<file path="src/rtl/csvp_pkg.sv">
// ----------------------------------------------------------------------------
// csvp_pkg
// Shared types and character codes for the quoted CSV record parser.
// ----------------------------------------------------------------------------
`default_nettype none

package csvp_pkg;

  // Width of the population field on the result channel
  localparam int unsigned POP_OUT_W = 31;

  // Characters the grammar looks for
  localparam logic [7:0] CHAR_ZERO   = 8'h30;  // '0'
  localparam logic [7:0] CHAR_NINE   = 8'h39;  // '9'
  localparam logic [7:0] CHAR_COMMA  = 8'h2C;  // ','
  localparam logic [7:0] CHAR_QUOTE  = 8'h22;  // '"'
  localparam logic [7:0] CHAR_LPAREN = 8'h28;  // '('

  // Decimal radix of the population accumulator
  localparam int unsigned RADIX = 10;

  // Parser position within the current line
  typedef enum logic [3:0] {
    ST_START  = 4'd0,
    ST_RANK   = 4'd1,
    ST_OPENQ  = 4'd2,
    ST_NAME   = 4'd3,
    ST_SEP    = 4'd4,
    ST_POPSEL = 4'd5,
    ST_POPNUM = 4'd6,
    ST_DONE   = 4'd7,
    ST_ERR    = 4'd8
  } parse_state_e;

  // Kind of a result transaction
  typedef enum logic [1:0] {
    KIND_NAME   = 2'd0,
    KIND_ACCEPT = 2'd1,
    KIND_REJECT = 2'd2
  } result_kind_e;

  // Result of one parse step, without the population
  typedef struct packed {
    logic         valid;
    result_kind_e kind;
    logic [7:0]   name_char;
  } step_res_t;

endpackage : csvp_pkg

`default_nettype wire

</file>
<file path="src/rtl/csvp_step.sv">
// ----------------------------------------------------------------------------
// csvp_step
// One parse step: next state, next accumulator and the optional result for
// a single text byte.
// ----------------------------------------------------------------------------
`default_nettype none

module csvp_step #(
  parameter int unsigned POP_BITS = 31
) (
  input  csvp_pkg::parse_state_e                  state_i,
  input  logic [POP_BITS-1:0]                     acc_i,
  input  logic [7:0]                              text_byte_i,
  input  logic                                    line_end_i,
  output csvp_pkg::parse_state_e                  state_o,
  output logic [POP_BITS-1:0]                     acc_o,
  output csvp_pkg::step_res_t                     res_o,
  output logic [csvp_pkg::POP_OUT_W-1:0]          population_o
);
  import csvp_pkg::*;

  localparam int unsigned  MacW   = POP_BITS + 4;
  localparam logic [POP_BITS-1:0] PopMax = '1;
  localparam int unsigned  ExtW   = (POP_BITS > POP_OUT_W) ? POP_BITS : POP_OUT_W;

  logic                is_digit;
  logic [3:0]          digit;
  logic [MacW-1:0]     mac_full;
  logic [POP_BITS-1:0] mac_sat;
  parse_state_e        next_state;
  logic [POP_BITS-1:0] next_acc;
  logic                name_out;
  logic                accepted;
  logic [POP_BITS-1:0] accept_pop;
  logic [ExtW-1:0]     pop_ext;

  // Decode the digit
  assign is_digit = (text_byte_i >= CHAR_ZERO) && (text_byte_i <= CHAR_NINE);
  assign digit    = 4'(text_byte_i - CHAR_ZERO);

  // Multiply by ten and add, saturating at the field maximum
  assign mac_full = (MacW'(acc_i) << 3) + (MacW'(acc_i) << 1) + MacW'(digit);
  assign mac_sat  = (mac_full > MacW'(PopMax)) ? PopMax : mac_full[POP_BITS-1:0];

  // Grammar transitions
  always_comb begin
    next_state = ST_ERR;
    next_acc   = acc_i;
    name_out   = 1'b0;
    accepted   = 1'b0;
    accept_pop = acc_i;
    unique case (state_i)
      ST_START: begin
        next_state = is_digit ? ST_RANK : ST_ERR;
      end
      ST_RANK: begin
        if (is_digit) begin
          next_state = ST_RANK;
        end else if (text_byte_i == CHAR_COMMA) begin
          next_state = ST_OPENQ;
        end
      end
      ST_OPENQ: begin
        next_state = (text_byte_i == CHAR_QUOTE) ? ST_NAME : ST_ERR;
      end
      ST_NAME: begin
        if (text_byte_i == CHAR_QUOTE) begin
          next_state = ST_SEP;
        end else begin
          next_state = ST_NAME;
          name_out   = 1'b1;
        end
      end
      ST_SEP: begin
        next_state = (text_byte_i == CHAR_COMMA) ? ST_POPSEL : ST_ERR;
      end
      ST_POPSEL: begin
        if (text_byte_i == CHAR_QUOTE) begin
          next_state = ST_POPNUM;
          next_acc   = '0;
        end else if (text_byte_i == CHAR_LPAREN) begin
          next_state = ST_DONE;
          next_acc   = '0;
          accepted   = 1'b1;
          accept_pop = '0;
        end
      end
      ST_POPNUM: begin
        if (is_digit) begin
          next_state = ST_POPNUM;
          next_acc   = mac_sat;
        end else if (text_byte_i == CHAR_COMMA) begin
          next_state = ST_POPNUM;
        end else if (text_byte_i == CHAR_QUOTE) begin
          next_state = ST_DONE;
          accepted   = 1'b1;
        end
      end
      ST_DONE: begin
        next_state = ST_DONE;
      end
      default: begin
        next_state = ST_ERR;
      end
    endcase
  end

  // Resolve line end and pick the result
  always_comb begin
    state_o         = next_state;
    acc_o           = next_acc;
    res_o.valid     = 1'b0;
    res_o.kind      = KIND_NAME;
    res_o.name_char = '0;
    pop_ext         = '0;
    priority if (accepted) begin
      res_o.valid = 1'b1;
      res_o.kind  = KIND_ACCEPT;
      pop_ext     = ExtW'(accept_pop);
      if (line_end_i) begin
        state_o = ST_START;
        acc_o   = '0;
      end
    end else if (line_end_i) begin
      state_o     = ST_START;
      acc_o       = '0;
      res_o.valid = (next_state != ST_DONE);
      res_o.kind  = KIND_REJECT;
    end else begin
      // Pass a name byte through, otherwise stay silent
      res_o.valid     = name_out;
      res_o.kind      = KIND_NAME;
      res_o.name_char = name_out ? text_byte_i : 8'h00;
    end
  end

  assign population_o = pop_ext[POP_OUT_W-1:0];

endmodule : csvp_step

`default_nettype wire

</file>
<file path="src/rtl/quoted_csv_record_parser_top.sv">
// ----------------------------------------------------------------------------
// quoted_csv_record_parser_top
// Byte-stream parser for rank,"name","population" CSV lines.
// ----------------------------------------------------------------------------
// Usage:
//   Input channel (in_valid_i / in_ready_o) carries one text byte per
//   transaction, with line_end_i set on the last byte of each line.
//   Output channel (out_valid_o / out_ready_i) carries at most one result
//   per input byte: a name byte, an accept with the population, or a
//   reject for a line that ended before the record was complete.
// Path: a byte is held in the input register and its result is loaded
//   into the output register when the byte advances, which raises
//   out_valid_o; the result is taken on an edge with out_ready_i high.
// Throughput: one byte per cycle while results are taken, set by the
//   single parse step between the input register and the result register.
// Stall: while the result register holds an untaken result the input
//   register holds too; in_ready_o falls only when both are full.
// Reset: parser returns to start of line with a cleared accumulator,
//   both registers empty.
// ----------------------------------------------------------------------------
`default_nettype none

module quoted_csv_record_parser_top #(
  parameter int unsigned POP_BITS = 31
) (
  input  logic                              clk_i,
  input  logic                              rst_ni,
  input  logic                              in_valid_i,
  output logic                              in_ready_o,
  input  logic [7:0]                        text_byte_i,
  input  logic                              line_end_i,
  output logic                              out_valid_o,
  input  logic                              out_ready_i,
  output logic [1:0]                        result_kind_o,
  output logic [7:0]                        name_char_o,
  output logic [csvp_pkg::POP_OUT_W-1:0]    population_o
);
  import csvp_pkg::*;

  logic                   in_valid_q;
  logic [7:0]             byte_q;
  logic                   last_q;
  logic                   advance;

  parse_state_e           state_q, state_d;
  logic [POP_BITS-1:0]    acc_q, acc_d;
  step_res_t              step_res;
  logic [POP_OUT_W-1:0]   step_pop;

  logic                   out_valid_q;
  result_kind_e           kind_q;
  logic [7:0]             char_q;
  logic [POP_OUT_W-1:0]   pop_q;

  // Move the held byte forward when the result register can take it
  assign advance    = in_valid_q && (!out_valid_q || out_ready_i);
  assign in_ready_o = !in_valid_q || advance;

  // Input register
  always_ff @(posedge clk_i or negedge rst_ni) begin
    if (!rst_ni) begin
      in_valid_q <= 1'b0;
    end else if (in_ready_o) begin
      in_valid_q <= in_valid_i;
    end
  end

  always_ff @(posedge clk_i) begin
    if (in_ready_o && in_valid_i) begin
      byte_q <= text_byte_i;
      last_q <= line_end_i;
    end
  end

  // Parse step
  csvp_step #(
    .POP_BITS (POP_BITS)
  ) u_step (
    .state_i      (state_q),
    .acc_i        (acc_q),
    .text_byte_i  (byte_q),
    .line_end_i   (last_q),
    .state_o      (state_d),
    .acc_o        (acc_d),
    .res_o        (step_res),
    .population_o (step_pop)
  );

  // Parser state
  always_ff @(posedge clk_i or negedge rst_ni) begin
    if (!rst_ni) begin
      state_q <= ST_START;
      acc_q   <= '0;
    end else if (advance) begin
      state_q <= state_d;
      acc_q   <= acc_d;
    end
  end

  // Result register valid: drop on take, set on a new result
  always_ff @(posedge clk_i or negedge rst_ni) begin
    if (!rst_ni) begin
      out_valid_q <= 1'b0;
    end else if (advance) begin
      out_valid_q <= step_res.valid;
    end else if (out_ready_i) begin
      out_valid_q <= 1'b0;
    end
  end

  // Result payload
  always_ff @(posedge clk_i) begin
    if (advance && step_res.valid) begin
      kind_q <= step_res.kind;
      char_q <= step_res.name_char;
      pop_q  <= step_pop;
    end
  end

  assign out_valid_o   = out_valid_q;
  assign result_kind_o = kind_q;
  assign name_char_o   = char_q;
  assign population_o  = pop_q;

endmodule : quoted_csv_record_parser_top

`default_nettype wire
</file>
<file path="config.mk">
export PLATFORM = sky130hd
export DESIGN_NAME = quoted_csv_record_parser_top
export DESIGN_NICKNAME = d
export VERILOG_FILES = /design/src/rtl/csvp_pkg.sv /design/src/rtl/csvp_step.sv /design/src/rtl/quoted_csv_record_parser_top.sv
export SDC_FILE = /design/constraint.sdc
export NUM_CORES = 1
export LEC_CHECK = 0
export BUFFER_PORTS_ARGS = -buffer_cell sky130_fd_sc_hd__buf_2
export CORE_ASPECT_RATIO = 0.75
export CORE_MARGIN = 10
export CORE_UTILIZATION = 39
export CTS_BUF_LIST = sky130_fd_sc_hd__clkbuf_8 sky130_fd_sc_hd__clkbuf_16
export CTS_CLUSTER_SIZE = 40
export DETAILED_ROUTE_END_ITERATION = 6
export GPL_TIMING_DRIVEN = 0
export PLACE_DENSITY = 0.63
export SLEW_MARGIN = 20
export SYNTH_ARGS = -nofsm -noshare
export SYNTH_HDL_FRONTEND = slang
export SYNTH_SLANG_ARGS = --single-unit
</file>
<file path="constraint.sdc">
create_clock -name clk_i -period 5.5 [get_ports clk_i]
set_input_delay 0.55 -clock clk_i [delete_from_list [all_inputs] [get_ports clk_i]]
set_output_delay 0.55 -clock clk_i [all_outputs]
set_load 0.01 [all_outputs]
</file>
# After elaboration in Yosys (flattened, before gate mapping)
# Index checks and enable logic that the tools add are counted.
# word_totals
regBits,87
latch_bits,0
mem_bits_rw,0
rom_bits,0
in_bits,13
n_memories,0
# classes
n_addsub,3
n_mul,0
div,0
order_cmp,3
eq_ne,12
shifts,0
mux,33
bitwise,1
n_reduce_logical,13
# ops
operator,count
31-bit 2-to-1 mux,7
31-bit case mux with 2 select lines,1
4-bit 2-to-1 mux,11
34-bit by 32-bit adder with 35-bit output,1
35-bit by 4-bit adder with 35-bit output,1
35-bit by 31-bit > comparator with 1-bit output (second input constant),1
4-bit case mux with 8 select lines,1
8-bit by 6-bit == test with 1-bit output (second input constant),3
4-bit by 3-bit == test with 1-bit output (second input constant),4
1-bit 2-to-1 mux,9
3-bit 2-to-1 mux,3
4-bit by 2-bit == test with 1-bit output (second input constant),2
8-bit by 6-bit greater-or-equal comparator with 1-bit output (second input constant),1
8-bit by 6-bit less-or-equal comparator with 1-bit output (second input constant),1
4-bit by 1-bit == test with 1-bit output (second input constant),1
1-bit logical AND,4
4-bit logical NOT,1
4-bit by 3-bit != test with 1-bit output (second input constant),1
4-bit by 1-bit subtractor with 4-bit output (second input constant),1
3-bit by 2-bit != test with 1-bit output (second input constant),1
3-bit AND reduction,1
3-bit nonzero test,1
3-bit OR reduction,1
1-bit logical NOT,2
4 further kinds,5

# Depth between registers and ports, before layout
# Gate-level depths: netlist of the first run.
# logic_depth
depth_word,9
depth_mapped,14
ltp_nobuf,13

# Modules after synthesis
# From an unflattened synthesis of the first run, not the netlist that was laid out.
# hier_totals
hier_cells,669
hier_area_um2,6764.0
# by_module_without_submodules
module,n_inst,cells_each,area_each_um2,seq_area_each_um2
csvp_step,1,535,3708.6,0.0
quoted_csv_record_parser_top,1,134,3055.4,2427.3

# Worst setup path after synthesis of the first run
# OpenSTA, ideal clock, no wires.
# synth_timing
path_kind,reg-to-reg
start,register byte_q[7]
end,"register char_q[0], in the netlist name_char_o[0], enable pin"
setup_time_ns,0.440
arrival_ns,3.684
required_ns,5.060
slack_ns,1.376
path_stages_with_launch,9
path_buffers,0
synth_period_minus_slack_ns,4.124
path_cell_list,edfxtp_1 -> or3b_1 -> or4_1 -> nor3_1 -> xnor2_1 -> a211oi_1 -> o21ai_0 -> a211oi_1 -> nor2_1
# synth_via
elab_chain_cells,9
word_cells_on_any_way,30
# synth_rtl
element,line,text
"start, declared",quoted_csv_record_parser_top.sv:41,logic [7:0] byte_q;
"start signal, assigned",quoted_csv_record_parser_top.sv:70,byte_q <= text_byte_i;
"parallel branches: the longest is 7 deep, another holds 8-bit by 6-bit greater-or-equal comparator with 1-bit output",--,
3-bit 2-to-1 mux (*),csvp_step.sv:116,priority if (accepted) begin
1-bit logical AND (*),quoted_csv_record_parser_top.sv:113,if (advance && step_res.valid) begin
"end signal, assigned",quoted_csv_record_parser_top.sv:115,char_q <= step_res.name_char;
"end, declared",quoted_csv_record_parser_top.sv:52,logic [7:0] char_q;
# Mark *: on every way between the ends.
# A chain may end at the register's enable or synchronous reset.

# Worst setup path in the final report of the first run
# layout_timing
start,register byte_q[3]
end,register acc_q[30]
# layout_via
elab_chain_cells,7
word_cells_on_any_way,16
# layout_rtl
element,line,text
4-bit by 1-bit subtractor with 4-bit output,csvp_step.sv:39,assign digit = 4'(text_byte_i - CHAR_ZERO);
35-bit by 4-bit adder with 35-bit output,csvp_step.sv:42,assign mac_full = (MacW'(acc_i) << 3) + (MacW'(acc_i) << 1) + MacW'(digit);
35-bit by 31-bit > comparator with 1-bit output,csvp_step.sv:43,assign mac_sat = (mac_full > MacW'(PopMax)) ? PopMax : mac_full[POP_BITS-1:0];
31-bit 2-to-1 mux,csvp_step.sv:43,
31-bit 2-to-1 mux,csvp_step.sv:89,if (is_digit) begin
31-bit case mux with 2 select lines,csvp_step.sv:52,unique case (state_i)
31-bit 2-to-1 mux,"csvp_step.sv:120, csvp_step.sv:124",
"end signal, assigned",quoted_csv_record_parser_top.sv:93,acc_q <= '0;
"end signal, assigned",quoted_csv_record_parser_top.sv:96,acc_q <= acc_d;
"end, declared",quoted_csv_record_parser_top.sv:46,"logic [POP_BITS-1:0] acc_q, acc_d;"
# Parallel ways exist; a longest one is shown, timed or not. The select of a mux whose other input is x is not followed.

==> qor.txt, run 1 <==
status - finished clean
CTS Hold Buffers Added - 0
Avg WL per Cell - 16.27 µm
Final WS setup - 1.310 ns
first-pass GRT wire length - 24.09 mm
Max IR drop VDD - 195.4 µV
r2r setup slk - 1.31 ns
Cells after Synth - 615
share of cells above drive strength 1 - 13.68%
num rows - 39
DR iter-0 viols - 449
Post-synth EDFFs - 50
register bit total from synthesis - 87
CP bufs+invs - 3
Syn Nets - 691
final hold viol count - 0
slew of the pin with the lowest slew margin - 0.9145 ns
Max Cap Viol - 0
final period utilization - 76.18%
CTS sink cnt - 87
reg-to-reg critical path startpoint - byte_q[3]
power density of the placed cells - 404.8 nW/µm²
gr ovfl total - 0
RSZ-0062 raised after global routing - false
Die W - 163.2 µm
Setup TNS Final - 0 ns
initial antenna violation count - 0
mean post-synth cell area - 9.751 µm²
peak fanout along the critical path - 10
slew margin rel. - 39.03%
Async SR Flop Fraction - 42.53%
clock buffer depth - 2
CTS clk-pin slew, worst paths - 0.07 ns
sequential area share after synthesis - 40.48%
die footprint - 20790 µm²
Hold WC Path Type - input pin to asynchronous set/reset pin
Worst EP arrival - 4.44 ns
Ports - 56
root buffer cell - clkbuf_16
Routed Antenna Nets - 0
power after layout - 0.002773 W
Synth cell types - 66
pin count of the biggest net entering global routing - 38
placer congestion estimate - 0.8995
Chip Height - 127.4 µm
Crit path required time - 5.75 ns
Most used DFF post-synth - edfxtp_1
DP Worst Slack - 1.339 ns
startpoint class of the critical path - flop
Fmax - 0.2387 GHz
drt first pass iters - 5
I/O Buffers - 55
crit-path cells - inv_1 > fa_1 > inv_1 > ha_1 > a211oi_1 > o21ai_0 > o2111ai_1 > o211ai_1 > a31oi_1 > o211ai_1 > nor4_4 > buf_4 > nand2_1 > a32o_1
vias in the first global route - 4775
Setup CP Type - flop to flop
post-cts gate resize count - 0
CTS tree - done
Num CTS Buffers - 9
vias per cell - 5.462
# setup viols final - 0
# DRC - 0
fin. max-slew vios - 0
critical path's slowest cell - fa_1
Skew-Pair Late Insertion Delay - 0.36 ns
Min Hold Slack - 0.3218 ns
worst reg-to-reg path cell count - 14
crit-path leading delay family - compound AO/OA/AOI/OAI gates
core area - 15180 µm²
Leak - 2.944 nW
post-synthesis cell area - 5997 µm²
fillcell total - 1471
via count of the routed design - 4872
Initial Util - 39.52%
P&R area growth vs syn - 14.25%
dpl cell area - 6556 µm²
HPWL after DPL - 11.07 mm
clock skew - 0.01260 ns
peak per-stage delay on the critical path - 0.61 ns
Total GRT Usage - 14.07%
nets - 758
H-tree levels - 3
# diodes - 0
total number of yosys warnings - 0
setup bufs post-CTS - 0
CP endpoint kind - flop
reg2reg end - acc_q[30]
minimum clock period - 4.190 ns
final wirelength - 14.51 mm
design area - 6852 µm²
Yosys cell counts, types with 4 or more instances:
cell       n  area, µm²
o21ai_0   29      145.1
o21bai_1   4      30.03
nand4_1    4      25.02
a22oi_1   27      202.7
and3_1     4      25.02
or4_1      4      30.03
o211ai_1   6      45.04
ha_1      61      763.2
a211oi_1   7      52.55
xor2_1    15      131.4
nand2b_1  12      75.07
a21o_1    35      262.8
a21oi_1   45      225.2
nand2_1   60      225.2
nor2b_1    8      50.05
edfxtp_1  50       1501
nor2_1    34      127.6
nor3_1    13      65.06
xnor2_1   11      96.34
and2_1    38      237.7
clkbuf_1  20      75.07
inv_1     17      63.81
buf_4      4      30.03
nand3_1   10      50.05
or3_1      5      31.28
dfrtp_1   37      925.9
stage by stage:
step	utilization, %	std cells
after floorplan	-	615
after global placement	43.02	875
after detailed placement	43.20	876
after CTS	45.11	892
after global routing	45.15	892
final	45.15	892
power by group:
part | internal [W] | switching, W | total, W
Clock | 0.000316 | 0.000280 | 0.000596
Combinational | 0.000549 | 0.000814 | 0.00136
Sequential | 0.000750 | 0.0000638 | 0.000814
Total | 0.00162 | 0.00116 | 0.00277
sequential cells by signal, summed over array words and instances, names as in the netlist:
name           count
acc_q             31
byte_q             8
in_valid_q         1
last_q             1
name_char_o        8
out_valid_o        1
population_o      31
result_kind_o      2
state_q            4
cells in the final DEF, fill, tap and decap left out, drive strengths merged, types with 4 or more instances in the layout:
cell	n
a211oi	7
a21o	35
a21oi	45
a22oi	27
and2	38
and3	4
buf	63
clkbuf	29
dfrtp	37
edfxtp	50
ha	61
inv	21
nand2	60
nand2b	13
nand3	10
nand4	4
nor2	34
nor2b	8
nor3	14
o211ai	7
o21ai	32
o21bai	4
or3	5
or4	4
xnor2	11
xor2	15
final cells by class:
cell class | instances | area [µm²] | area share (%)
Clock inverter | 7 | 63.81 | 0.9313
Sequential cell | 87 | 2427 | 35.43
Clock buffer | 9 | 225.2 | 3.287
Timing Repair Buffer | 56 | 295.3 | 4.310
Tap cell | 205 | 256.5 | 3.744
Inverter | 17 | 63.81 | 0.9313
Buffer | 27 | 126.4 | 1.844
Multi-Input combinational cell | 484 | 3393 | 49.53
routing by layer:
metal  track usage (%)  up-vias  routed length [µm]
li1                  -     2401                   -
met1             19.07     2331                7041
met2             21.73      121                6470
met3             2.985       19                 756
met4             4.921        0                 245
met5                 0        -                   0
worst max path at each step:
stage	from	endpoint	slack, ns	cells past startpoint
6_report	byte_q[3]	acc_q[30]	1.31	14
3_5_place_dp	byte_q[3]	acc_q[30]	1.34	14
4_1_cts	byte_q[3]	acc_q[30]	1.31	14
5_1_grt	byte_q[3]	acc_q[30]	0.97	14
2_1_floorplan	byte_q[7]	name_char_o[0]	1.38	8
3_3_place_gp	byte_q[7]	population_o[13]	0.20	8
cell families after synthesis:
| kind of cell | after synthesis | synth area share [%] |
|---|---|---|
| adders and majority gates | 63 | 13.39 |
| muxes | 3 | 0.6050 |
| and+or+nand+nor | 205 | 17.65 |
| buffers and inverters | 44 | 3.171 |
| xor gates and xnor gates | 26 | 3.797 |
| DFF | 87 | 40.48 |
| AOI/OAI and AO/OA | 187 | 20.91 |
(Power assumes the default switching activity.)
==> run 2, diff against run 1 <==
ABC_AREA = 1   (was unset)
clock period = 4.3 ns   (was 5.5 ns; I/O delays follow)
==> qor.txt, run 2 <==
slew of the pin with the lowest slew margin - 0.9262 ns (+0.01170 ns)
GRT met2 Usage - 24.03% (+2.3 points)
core area - 17870 µm² (+18%)
num rows - 42 (+7.7%)
Global Route met3 Usage - 3.337% (+0.35 points)
Chip Height - 137.6 µm (+8.0%)
register bit total from synthesis - 87 (unchanged)
Routed Antenna Nets - 0 (unchanged)
DR iter-0 viols - 518 (+15%)
CTS clk-pin slew, worst paths - 0.06 ns (about the same)
Max Cap Viol - 0 (unchanged)
first-pass GRT wire length - 31.75 mm (+32%)
Final Core Density - 45.29% (+0.15 points)
clock buffer depth - 2 (unchanged)
peak fanout along the critical path - 10 (unchanged)
CP endpoint kind - flop
crit-path cells - inv_1 > fa_1 > fa_1 > inv_1 > nand4_1 > nand2_2 > nand2_1 > nand2_2 > nand2_1 > nand3_2 > nand2_4 > nor2_8 > buf_12 > nand3_2 > nand2_1 > nand2_1
RSZ-0062 raised after global routing - false
share of cells above drive strength 1 - 15.04% (+1.4 points)
P&R area growth vs syn - 12.47%
pin count of the biggest net entering global routing - 38 (unchanged)
Fmax - 0.3186 GHz (+33%)
total number of yosys warnings - 0 (unchanged)
Setup CP Type - flop to flop
# DRC - 0 (unchanged)
# setup viols final - 0 (unchanged)
most frequent CP cell - nand2_1
top-count cell post-synth - nand2_1
Post-synth top cells - 328 x nand2_1, 119 x inv_1, 110 x nor2_1
final wirelength - 19.47 mm (+34%)
Crit path required time - 4.53 ns (-1.22 ns)
setup bufs post-CTS - 0 (unchanged)
leading area contributor after synthesis - edfxtp_1
HPWL after DPL - 15.60 mm (+41%)
# diodes - 0 (unchanged)
placer congestion estimate - 0.9117 (+1.4%)
peak per-stage delay on the critical path - 0.50 ns (-0.11 ns)
via count of the routed design - 6481 (+33%)
crit-path leading delay family - simple AND/OR/NAND/NOR gates
Cells after Synth - 1005 (+63%)
die footprint - 24340 µm² (+17%)
dpl cell area - 7801 µm² (+19%)
post-cts gate resize count - 0 (unchanged)
mean post-synth cell area - 7.160 µm² (-27%)
power density of the placed cells - 227.4 nW/µm² (-44%)
nets - 1148 (+51%)
most common library cell in the layout ignoring fill and taps - nand2_1
Pint - 0.001407 W (-13%)
drt first pass iters - 6 (+1)
Leak - 4.198 nW (+43%)
gr ovfl total - 0 (unchanged)
status - finished clean
initial antenna violation count - 0 (unchanged)
Worst EP arrival - 3.37 ns (-1.07 ns)
final period utilization - 73.00% (-3.2 points)
Max IR drop VDD - 171.1 µV (-12%)
vias in the first global route - 6028 (+26%)
I/O Buffers - 55 (unchanged)
largest cells by area after synthesis - edfxtp_1 21%, nand2_1 17%, dfrtp_1 13%
CTS Hold Buffers Added - 0 (unchanged)
critical path's slowest cell - fa_1
Async SR Flop Fraction - 42.53% (unchanged)
Hold WC Path Type - input pin to asynchronous set/reset pin
Setup crit start - acc_q[2]
switch share - 23.55% (-18 points)
Ports - 56 (unchanged)
startpoint class of the critical path - flop
Skew-Pair Late Insertion Delay - 0.35 ns (about the same)
fin. max-slew vios - 0 (unchanged)
vias per cell - 4.914 (-10%)
met1 Use GR - 23.77% (+4.7 points)
slew margin rel. - 38.25% (-0.78 points)
Min Hold Slack - 0.2090 ns (-0.1129 ns)
CTS sink cnt - 87 (unchanged)
post-synthesis cell area - 7196 µm² (+20%)
CP bufs+invs - 3 (unchanged)
Syn Nets - 1081 (+56%)
most frequent cells in the layout - 328 x nand2_1, 120 x inv_1, 110 x nor2_1
clock skew - 0.008270 ns (-0.004330 ns)
clock network power share - 42.1% (+21 points)
DP Worst Slack - 1.197 ns (-0.1419 ns)
Avg WL per Cell - 14.76 µm (-9.3%)
minimum clock period - 3.139 ns (-1.051 ns)
design area - 8093 µm² (+18%)
final hold viol count - 0 (unchanged)
GR peak layer - met2
Yosys top cell area share - 20.87% (-4.2 points)
Synth cell types - 40 (-39%)
sequential area share after synthesis - 33.73% (-6.7 points)
Final WS setup - 1.161 ns (-0.1491 ns)
Die W - 176.8 µm (+8.4%)
Num CTS Buffers - 9 (unchanged)
sequential fraction of design power - 50.8% (+22 points)
H-tree levels - 3 (unchanged)
Initial Util - 40.27% (+0.76 points)
CTS tree - done
Sw Pwr - 0.0004333 W (-63%)
root buffer cell - clkbuf_16
Most used DFF post-synth - edfxtp_1
Setup TNS Final - 0 ns (unchanged)
reg-to-reg critical path startpoint - acc_q[2]
Total GRT Usage - 16.15% (+2.1 points)
logic gate share of total power - 7.2% (-42 points)
Post-synth EDFFs - 50 (unchanged)
## run 2: logic make-up after synthesis
group | share of synthesized area, %
and+or+nand+nor | 37.25
DFF | 33.73
AOI/OAI and AO/OA | 6.503
buffers and inverters | 9.650
xor gates and xnor gates | 1.704
adders and majority gates | 11.16
## run 2: power groups by stage
| stage | Combinational (W) | Clock, W | Sequential [W] |
|---|---|---|---|
| final | 0.000132 | 0.000774 | 0.000934 |
| after global routing | 0.000148 | 0.000821 | 0.000937 |
| after CTS | 0.000134 | 0.000787 | 0.000934 |
| after detailed placement | 0.000133 | 0 | 0.000951 |
| after global placement | 0.000126 | 0 | 0.000952 |
| after floorplan | 0.0000568 | 0 | 0.000962 |
## run 2: cell type report
cell class                 count  area, µm²
clock inverter                 7      66.31
timing repair buffer          56      302.8
tap                          242      302.8
multi-input combinational    757       4074
fill                        1843       9774
clock buffer                   9      225.2
sequential                    87       2427
inverter                     130      488.0
buffer                        31      206.4
## run 2: stage by stage
step | std cells | power, W
floorplan | 1005 | 0.001019
global placement | 1302 | 0.001078
detailed placement | 1303 | 0.001084
CTS | 1319 | 0.001855
global route | 1319 | 0.001906
finish | 1319 | 0.001840
## run 2: path summary, 6_finish.rpt
check | slack (ns) | depth (start not counted) | end
min in group clk_i | 0.26 | 1 | byte_q[0]
worst max-delay path | 1.16 | 16 | acc_q[19]
worst min-delay path | 0.21 | 1 | acc_q[7]
max in group asynchronous | 3.49 | 1 | acc_q[23]
worst min register to register | 0.53 | 2 | out_valid_o
worst max register to register | 1.16 | 16 | acc_q[19]
## run 2: layer usage
| metal | part of all wire [%] | vias up |
|---|---|---|
| met3 | 6.0 | 18 |
| met1 | 51 | 2943 |
| met2 | 42 | 163 |
| li1 | - | 3357 |
| met5 | 0 | - |
| met4 | 0.78 | 0 |
==> run 3, diff against run 2 <==
PLACE_DENSITY = 0.65   (was 0.63)
clock period = 2.7 ns   (was 4.3 ns; I/O delays follow)
==> qor.txt, run 3 (synthesis results as in run 2) <==
HPWL after DPL - 15.42 mm (-1.2%)
gr ovfl total - 0 (unchanged)
Initial Util - 40.27% (unchanged)
Max IR drop VDD - 343.5 µV (+100%)
status - complete, but fails checks
die footprint - 24340 µm² (unchanged)
nets - 1179 (+2.7%)
Final Core Density - 48.92% (+3.6 points)
# DRC - 0 (unchanged)
clock skew - 0.007912 ns (-0.0003585 ns)
failing checks - negative setup slack
fin. max-slew vios - 0 (unchanged)
peak fanout along the critical path - 5 (-5)
vias in the first global route - 6361 (+5.5%)
Worst EP arrival - 3.15 ns (-0.22 ns)
Routed Antenna Nets - 0 (unchanged)
# setup viols final - 31 (+31)
P&R area growth vs syn - 21.47%
first-pass GRT wire length - 33.02 mm (+4.0%)
# diodes - 0 (unchanged)
Setup CP Type - flop to flop
peak per-stage delay on the critical path - 0.46 ns (-0.04 ns)
clock buffer depth - 2 (unchanged)
Max Cap Viol - 0 (unchanged)
num rows - 42 (unchanged)
DP Worst Slack - -0.3338 ns (-1.531 ns)
power density of the placed cells - 356.2 nW/µm² (+57%)
initial antenna violation count - 0 (unchanged)
crit-path cells - inv_2 > fa_1 > fa_2 > inv_2 > nand4_1 > nand2_2 > nand2_1 > nand2_2 > nand2_2 > nand3_2 > nand2_4 > nor2_8 > buf_12 > buf_8 > clkbuf_16 > nand3_2 > nand2_1 > nand2_1
Min Hold Slack - 0.05117 ns (-0.1578 ns)
final period utilization - 107.6% (+35 points)
share of cells above drive strength 1 - 22.11% (+7.1 points)
minimum clock period - 2.906 ns (-0.2328 ns)
Avg WL per Cell - 15.55 µm (+5.3%)
Die W - 176.8 µm (unchanged)
most common library cell in the layout ignoring fill and taps - nand2_1
register area - 2434 µm² (+0.26%)
drt first pass iters - 6 (unchanged)
Final WS setup - -0.2061 ns (-1.367 ns)
final hold viol count - 0 (unchanged)
critical path's slowest cell - fa_1
Hold WC Path Type - input pin to asynchronous set/reset pin
Skew-Pair Late Insertion Delay - 0.35 ns (about the same)
Ports - 56 (unchanged)
Crit path required time - 2.94 ns (-1.59 ns)
pin count of the biggest net entering global routing - 38 (unchanged)
I/O Buffers - 55 (unchanged)
Setup TNS Final - -3.936 ns (-3.936 ns)
CP endpoint kind - flop
slew margin rel. - 36.63% (-1.6 points)
H-tree levels - 3 (unchanged)
CTS Hold Buffers Added - 0 (unchanged)
core area - 17870 µm² (unchanged)
startpoint class of the critical path - flop
Total GRT Usage - 16.74% (+0.59 points)
power after layout - 0.003114 W (+69%)
slew of the pin with the lowest slew margin - 0.9505 ns (+0.02429 ns)
Leak - 4.469 nW (+6.5%)
CTS clk-pin slew, worst paths - 0.07 ns (about the same)
vias per cell - 5.076 (+3.3%)
most frequent cells in the layout - 313 x nand2_1, 114 x inv_1, 107 x nor2_1
via count of the routed design - 6852 (+5.7%)
root buffer cell - clkbuf_16
RSZ-0062 raised after global routing - true
CTS sink cnt - 87 (unchanged)
placer congestion estimate - 0.9254 (+1.5%)
Fmax - 0.3441 GHz (+8.0%)
fillcell total - 1721 (-6.6%)
Chip Height - 137.6 µm (unchanged)
final wirelength - 20.99 mm (+7.8%)
combined area of the multi-input logic cells - 4287 µm² (+5.2%)
DR iter-0 viols - 740 (+43%)
CTS tree - done
Num CTS Buffers - 9 (unchanged)
-- run 3: area by class of cell --
class | count | share of cell area, %
Clock inverter | 7 | 1.159
Buffer | 30 | 2.262
Tap cell | 242 | 3.464
Timing Repair Buffer | 88 | 8.016
Multi-Input combinational cell | 757 | 49.04
Inverter | 130 | 5.640
Clock buffer | 9 | 2.577
Sequential cell | 87 | 27.84
-- run 3: metrics by stage --
step / area [µm²] / cells
6_report: 8741 / 1350
5_1_grt: 8741 / 1350
4_1_cts: 8448 / 1340
3_5_place_dp: 7801 / 1303
3_3_place_gp: 7774 / 1302
2_1_floorplan: 7196 / 1005
-- run 3: metal layers --
layer | wire, µm | track usage [%]
met5 | 0 | 0
met4 | 197 | 3.354
met3 | 1407 | 3.638
met2 | 9104 | 25.83
met1 | 10280 | 23.53
-- run 3: report_power, final --
group | internal, W | switching, W | total (W)
clock | 0.000822 | 0.000563 | 0.00139
sequential | 0.00146 | 0.0000224 | 0.00149
combinational | 0.0000844 | 0.000156 | 0.000241
-- run 3: path summary, 6_finish.rpt --
| path | start | end | slack [ns] | cells past startpoint |
|---|---|---|---|---|
| setup / recovery | byte_q[3] | acc_q[7] | -0.21 | 18 |
| hold / removal | rst_ni | acc_q[7] | 0.05 | 1 |
| setup reg to reg | byte_q[3] | acc_q[7] | -0.21 | 18 |
| hold reg to reg | out_valid_o | out_valid_o | 0.53 | 2 |
| max in group asynchronous | rst_ni | acc_q[24] | 1.97 | 1 |
| min in group clk_i | text_byte_i[5] | byte_q[5] | 0.09 | 1 |
-- run 3: critical path, delay by kind of cell, from the launching register on --
kind / cells / cell delay [ns]
and+or+nand+nor: 11 / 0.97
buffers and inverters: 5 / 0.56
DFF: 1 / 0.41
adders and majority gates: 2 / 0.85
-- run 3: what timing repair did --
action / 4_1_cts / 5_1_grt
pin swaps: 11 / 18
cloned: 3 / 3
setup endpoints to repair: 31 / 72
buffers inserted: 18 / 9
gates resized for setup: 20 / 53
